File: config.mk
export PLATFORM = sky130hd
export DESIGN_NAME = cae_queue
export DESIGN_NICKNAME = d
export VERILOG_FILES = /design/src/rtl/cae_pkg.sv /design/src/rtl/cae_queue.sv
export SDC_FILE = /design/constraint.sdc
export NUM_CORES = 1
export LEC_CHECK = 0
export BUFFER_PORTS_ARGS = -buffer_cell sky130_fd_sc_hd__clkbuf_2
export CAP_MARGIN = 5
export CORE_ASPECT_RATIO = 1.25
export CORE_MARGIN = 2
export CORE_UTILIZATION = 43
export CTS_CLUSTER_DIAMETER = 150
export DETAILED_ROUTE_END_ITERATION = 8
export GPL_TIMING_DRIVEN = 0
export PLACE_DENSITY = 0.76
export SLEW_MARGIN = 10
export SYNTH_ARGS = -nofsm -noshare
export SYNTH_HDL_FRONTEND = slang
export SYNTH_SLANG_ARGS = --single-unit
File: constraint.sdc
create_clock -name clk -period 28.8 [get_ports clk]
set_clock_uncertainty 0.1 [all_clocks]
set_input_delay 5.76 -clock clk [delete_from_list [all_inputs] [get_ports clk]]
set_output_delay 5.76 -clock clk [all_outputs]
set_load 0.005 [all_outputs]
File: src/rtl/cae_pkg.sv
// ----------------------------------------------------------------------------
// cae_pkg
// shared widths, types and register codes of the cylinder axis estimator
// ----------------------------------------------------------------------------
package cae_pkg;

  localparam int NUM_PARAMS  = 6;
  localparam int NUM_SQUARE  = 3;
  localparam int COORD_W     = 16;
  localparam int OFS_W       = COORD_W + 1;
  localparam int PROD_W      = 2 * OFS_W;
  localparam int DIFF_W      = PROD_W + 1;
  localparam int FRAC_SHIFT  = 10;
  localparam int PHI_W       = DIFF_W - FRAC_SHIFT;
  localparam int THETA_W     = 32;
  localparam int ERR_W       = 32;
  localparam int GAIN_W      = 16;
  localparam int DOT_W       = THETA_W + PHI_W;
  localparam int SUM3_W      = DOT_W + 2;
  localparam int Z_W         = DOT_W + 3;
  localparam int PE_W        = PHI_W + ERR_W;
  localparam int T_W         = PE_W - FRAC_SHIFT;
  localparam int TH_W        = T_W - GAIN_W;
  localparam int PH_W        = TH_W + GAIN_W + 1;
  localparam int NV_W        = PH_W + 2;

  localparam int DEF_QUEUE_DEPTH = 2;

  localparam int ADDR_W = 4;
  localparam int DATA_W = 32;

  localparam logic [1:0] REG_GAIN     = 2'd0;
  localparam logic [1:0] REG_ORIGIN_X = 2'd1;
  localparam logic [1:0] REG_ORIGIN_Y = 2'd2;
  localparam logic [1:0] REG_ORIGIN_Z = 2'd3;

  localparam logic [GAIN_W-1:0] GAIN_RESET = 16'd328;

  typedef logic signed [PHI_W-1:0]   phi_t;
  typedef phi_t                      phi_vec_t [NUM_PARAMS];
  typedef logic signed [THETA_W-1:0] theta_t;

  typedef struct packed {
    logic [GAIN_W-1:0]         gain;
    logic signed [COORD_W-1:0] origin_x;
    logic signed [COORD_W-1:0] origin_y;
    logic signed [COORD_W-1:0] origin_z;
  } cfg_t;

endpackage

File: src/rtl/cae_queue.sv
// ----------------------------------------------------------------------------
// cae_queue
// short regressor queue between front and back
// ----------------------------------------------------------------------------
module cae_queue #(
  parameter int DEPTH = cae_pkg::DEF_QUEUE_DEPTH
) (
  input  logic              clk,
  input  logic              rst,
  input  logic              push,
  input  cae_pkg::phi_vec_t push_data,
  output logic              full,
  input  logic              pop,
  output logic              empty,
  output cae_pkg::phi_vec_t head
);
  import cae_pkg::*;

  localparam int PTR_W = $clog2(DEPTH);
  localparam int CNT_W = $clog2(DEPTH + 1);

  phi_t             store [DEPTH][NUM_PARAMS];
  logic [PTR_W-1:0] wr_ptr;
  logic [PTR_W-1:0] rd_ptr;
  logic [CNT_W-1:0] count;

  assign full  = (count == CNT_W'(DEPTH));
  assign empty = (count == '0);

  always_comb begin
    for (int i = 0; i < NUM_PARAMS; i++) head[i] = store[rd_ptr][i];
  end

  always_ff @(posedge clk) begin
    if (push) begin
      for (int i = 0; i < NUM_PARAMS; i++) store[wr_ptr][i] <= push_data[i];
    end
  end

  always_ff @(posedge clk) begin
    if (rst) begin
      wr_ptr <= '0;
      rd_ptr <= '0;
      count  <= '0;
    end else begin
      if (push) wr_ptr <= (wr_ptr == PTR_W'(DEPTH - 1)) ? '0 : wr_ptr + 1'b1;
      if (pop)  rd_ptr <= (rd_ptr == PTR_W'(DEPTH - 1)) ? '0 : rd_ptr + 1'b1;
      if (push && !pop)      count <= count + 1'b1;
      else if (pop && !push) count <= count - 1'b1;
    end
  end

endmodule

; Word-level counts from Yosys, hierarchy flattened
; Memory sizes are Yosys's and may differ from the RTL's. A register that Yosys moved wholly into a read port is not among the register bits.
; Cells that the tools add are included.
; W data, S select, Z words.
[totals]
register_bits = 4
ramBits = 300
inputBits = 154
out_inout_bits = 152
word_cells = 23
mem_count = 1
[mem_list]
columns = memory, depth, word_bits, read_ports, rd_clocked_by_memory_dff, write_ports, line
row1 = store, 2, 150, 1, 1, 1, cae_queue.sv:22  ; phi_t store [DEPTH][NUM_PARAMS];
[op_classes]
n_addsub = 4
n_eq_ne = 1
n_mux = 8
n_reduce_logical = 6
[op_table]
columns = operator, count
row1 = $mux W1, 6
row2 = $mux W2, 2
row3 = $add A1 B1 Y1 const B, 2
row4 = $add A2 B1 Y2 const B, 1
row5 = $eq A2 B2 Y1 const B, 1
row6 = $logic_and A1 B1 Y1, 2
row7 = $logic_not A1 Y1, 2
row8 = $logic_not A2 Y1, 1
row9 = $reduce_bool A2 Y1, 1
row10 = $sub A2 B1 Y2 const B, 1

; Depth between registers and ports, before layout
[logic_depth]
word_depth = 4
mapped_depth = 5
depth_no_buf = 5

; Worst setup path after synthesis
; No wires, ideal clock.
[synth_path]
path_kind = input port to flip-flop
from = input push
to = memory store[0][0] (netlist name), enable pin
setup_time_ps = 680
t_arrival_ps = 12248
required_time_ps = 28020
slack_ps = 15773
path_stages = 1
cell_sequence = nor2b_1
[synth_between]
elab_chain_cells = 2
[synth_lines]
columns = element, line
row1 = start: declaration, cae_queue.sv:10  ; input logic push,
row2 = $mux W1, cae_queue.sv:35  ; if (push) begin
row3 = $mux W1 (not written as such), cae_queue.sv:36  ; for (int i = 0; i < NUM_PARAMS; i++) store[wr_ptr][i] <= push_data[i];
row4 = end: declaration, cae_queue.sv:22
; No other way between the ends.

==> impl.org <==
** Cells and area
- Summing all non-filler instances in the final layout gives an area of 14500 sq um.
- For this run, the post-layout net count is just under 1000.
- Leaving out filler cells and counting taps, the final layout contains 1193.
- Once layout is complete, the utilization of the core stands at 0.555.
- Area growth, synth to finish :: 26.5%
- FF/Latch Area :: 9110 sq um
- Of the cells placed in the final design, the portion with a size suffix greater than 1 is 0.609.
- Total area of multi-input combinational cells :: 2180 sq um
- Fill cell count :: 2041

** Setup path
- At the worst endpoint, the required time is ~23 ns.
- In this run the worst path has a maximum fanout of 10.
- The worst register-to-register path begins at wr_ptr.
- Number of cells on the worst reg-to-reg path :: 4
- In this run the critical register-to-register path is captured at store[0][79].
- In this run the worst setup path terminates at head[63].
- Critical Path Start Type :: register
- The setup path with the least slack is of type register to output pin.
- Worst path arrival time :: 1.84 ns
- Setup slack on the worst reg-to-reg path comes out at 26.80 ns.
- Crit path capture type :: output pin

** Clocking
- The number of gates resized after CTS was 0.
- Hold buffer count at cts :: 0
- Number of CTS-inserted buffers :: 29
- Htree depth :: 1
- TritonCTS clock tree :: done
- TritonCTS Sinks :: 305
- Counting along the longest clock path gives a buffer depth of 3.
- CTS clk-pin slew, worst paths :: roughly 0.06 ns
- Root Buffer :: sky130_fd_sc_hd__clkbuf_16
- Clock latency at the later pin of the worst-skew pair :: 0.53 ns
- The number of setup buffers added after CTS is 0.

** STA
- Post-route worst hold slack :: a little over 0.4 ns
- Setup violations remaining at the end of the flow were counted as 0.
- Setup repair after global routing missed its margin :: no
- Worst slew margin relative to its limit :: 0.505
- The number of pins with negative max-slew slack in the final report was 0.
- Dividing the final minimum period by the clock period gives 0.267.
- Peak Freq :: 130 MHz
- Crit path time final :: 7.70 ns
- Hold violation total from the final report :: 0
- Worst setup slack after layout :: 21.10 ns
- Tightest Pin Transition :: about 0.74 ns
- Setup Total Neg Slack :: 0 ns

** Floorplanning
- Die Ht :: between 150 and 200 um
- The die covers 27900 sq um.
- Area of the core :: 26100 sq um
- Io pins :: 306
- The initial utilization of the core area, before any placement, comes to 0.438.
- From left edge to right edge, the die measures 150 um.
- Cell Rows :: 66

** Detailed routing
- The final layout contains routed wiring with a total length of roughly 22 mm.
- Dividing the detail-routed via count by the number of cells gives 4.74.
- For this block, the via count after detailed routing is 5652.
- Post-route antenna net violation count :: 0
- After detailed routing, the average wire length per cell comes to around 18 um.
- Initial DRT Pass Iterations :: 4
- Starting DRT DRC Count :: roughly 200
- For this run, design rule violations remaining after detail routing come to 0.

** GRT
- In the global route stage, overall resource usage came out at 0.152.
- For this run, global-route usage on met3 was measured as 0.0528.
- The initial antenna violation count was 1.
- met2 is the most crowded layer.
- For this run, global-route usage on met2 was measured as 0.276.
- Vias in the first global route :: 6026
- Entering global routing, the biggest net connects 61 pins.
- Global route total overflow :: 0
- First-pass GRT wire length :: 33.0 mm
- For met1 alone, demand over resource in global routing was 0.164.

** Synthesis
- Parity-gate share of the synthesized area counting xor and xnor cells :: 0.00306
- Synthesized net count :: 644
- In the synthesized netlist, the number of instances is ~490.
- The area fraction in compound gates after synthesis was 0.000875.
- The portion of synthesized area spent on multiplexers is 0.180.
- The synthesized design contains 305 register bits.
- Number of warnings issued by yosys :: 0
- Of the synthesized area, sequential elements account for 0.796.
- The synthesized netlist contains 17 unique library cells.
- Mean Syn Cell Area :: approximately 23 sq um
- Post-synthesis share of cell area spent on and, or, nand and nor gates :: 0.00383
- Of the total synthesized cell area, the portion taken by full adders, half adders and majority gates is 0.00109.
- After synthesis, the largest family of logic cells by area is multiplexers.
- Cell Area, Synth :: 11400 sq um

** Power and ir drop
- Across the VDD grid, the largest voltage drop is 0.0523 mV.
- Overall power :: 0.992 mW
- Power spread over the standard cell area amounts to 68.5 nW/um^2.
- Static Leak :: 5.72 nW

** Placed design
- Setup Slack @ Placement :: 21.22 ns
- In this run, placement finished with an instance count of 1142.
- Cell area after placement :: 13600 sq um
- Placed wire-length estimate after detailed placement :: 15.6 mm
- Routability-driven placement finished with a final weighted congestion of 0.749.
- Number of input and output port buffers inserted :: 305

** Run
- Across the run, the number of max-cap violations was 0.

** Worst hold path
- In this run the worst hold path is classified as register to register.

** Run status
- Result of the run :: finished, final reports clean
-- power breakdown --
part	internal [mW]	leakage (nW)	switching [mW]
registers	0.518	2.86	0.00649
clock network	0.204	0.424	0.148
logic	0.0632	2.44	0.0525
-- synthesized netlist by cell type, drive strengths merged --
| cell | count | area share |
|---|---|---|
| a21oi | 1 | 0.00044 |
| and2 | 1 | 0.00055 |
| buf | 17 | 0.014 |
| dfxtp | 5 | 0.0087 |
| edfxtp | 300 | 0.79 |
| ha | 1 | 0.0011 |
| inv | 1 | 0.00033 |
| mux2 | 150 | 0.18 |
| nor2 | 5 | 0.0016 |
| nor2b | 2 | 0.0011 |
| o21ai | 1 | 0.00044 |
| or3 | 1 | 0.00055 |
| xnor2 | 2 | 0.0015 |
| xor2 | 2 | 0.0015 |
-- sequential cells by signal, indices dropped and copies added, names as in the netlist, named ones only --
name and flops:
wr_ptr 1, rd_ptr 1, store 300, count 2
-- layout by cell type, fill, tap and decap left out, types with 4 or more instances in the layout --
master | Yosys | routed
sky130_fd_sc_hd__clkbuf_16 | 0 | 29
sky130_fd_sc_hd__clkbuf_2 | 0 | 305
sky130_fd_sc_hd__buf_6 | 11 | 11
sky130_fd_sc_hd__mux2_2 | 50 | 50
sky130_fd_sc_hd__clkbuf_1 | 0 | 12
sky130_fd_sc_hd__edfxtp_1 | 300 | 300
sky130_fd_sc_hd__mux2_4 | 100 | 100
sky130_fd_sc_hd__buf_16 | 0 | 4
sky130_fd_sc_hd__buf_12 | 0 | 4
sky130_fd_sc_hd__dfxtp_1 | 5 | 5
sky130_fd_sc_hd__buf_2 | 5 | 5
sky130_fd_sc_hd__nor2_1 | 5 | 5
sky130_fd_sc_hd__clkbuf_8 | 0 | 4
-- cell type report --
type                       instances  share of cell area
timing repair buffer             313               0.119
sequential                       305               0.629
inverter                           1            0.000259
tap                              340              0.0294
buffer                            17              0.0113
antenna                            1            0.000173
clock inverter                     5             0.00354
multi-input combinational        166               0.150
clock buffer                      45              0.0571
-- worst max-delay path, stage by stage, from the launching register on --
cell and delay [ns]:
sky130_fd_sc_hd__dfxtp_1 0.33, sky130_fd_sc_hd__buf_6 0.13, sky130_fd_sc_hd__buf_8 0.18, sky130_fd_sc_hd__buf_6 0.20, sky130_fd_sc_hd__mux2_4 0.35, sky130_fd_sc_hd__clkbuf_2 0.12
-- metal layers --
layer	routed length, um	share of wire	vias up
li1	-	-	2633
met1	7700	0.36	2758
met2	11400	0.53	215
met3	1900	0.088	44
met4	680	0.031	2
met5	11	0.00051	-
-- how the worst min path moves through the flow --
| stage | from | end | cells after the start |
|---|---|---|---|
| 5_1_grt | count[1] | count[1] | 2 |
| 4_1_cts | count[1] | count[1] | 2 |
| 6_report | count[1] | count[1] | 2 |
| 3_5_place_dp | count[1] | count[1] | 2 |
| 2_1_floorplan | count[1] | count[1] | 2 |
| 3_3_place_gp | count[1] | count[1] | 2 |
-- logic make-up after synthesis --
family                   Yosys count
adder cells (fa/ha/maj)            1
buffers and inverters             18
XOR/XNOR                           4
multiplexers                     150
AO/OA/AOI/OAI                      2
flip-flops                       305
AND/OR/NAND/NOR                    9
(Power assumes the default switching activity.)
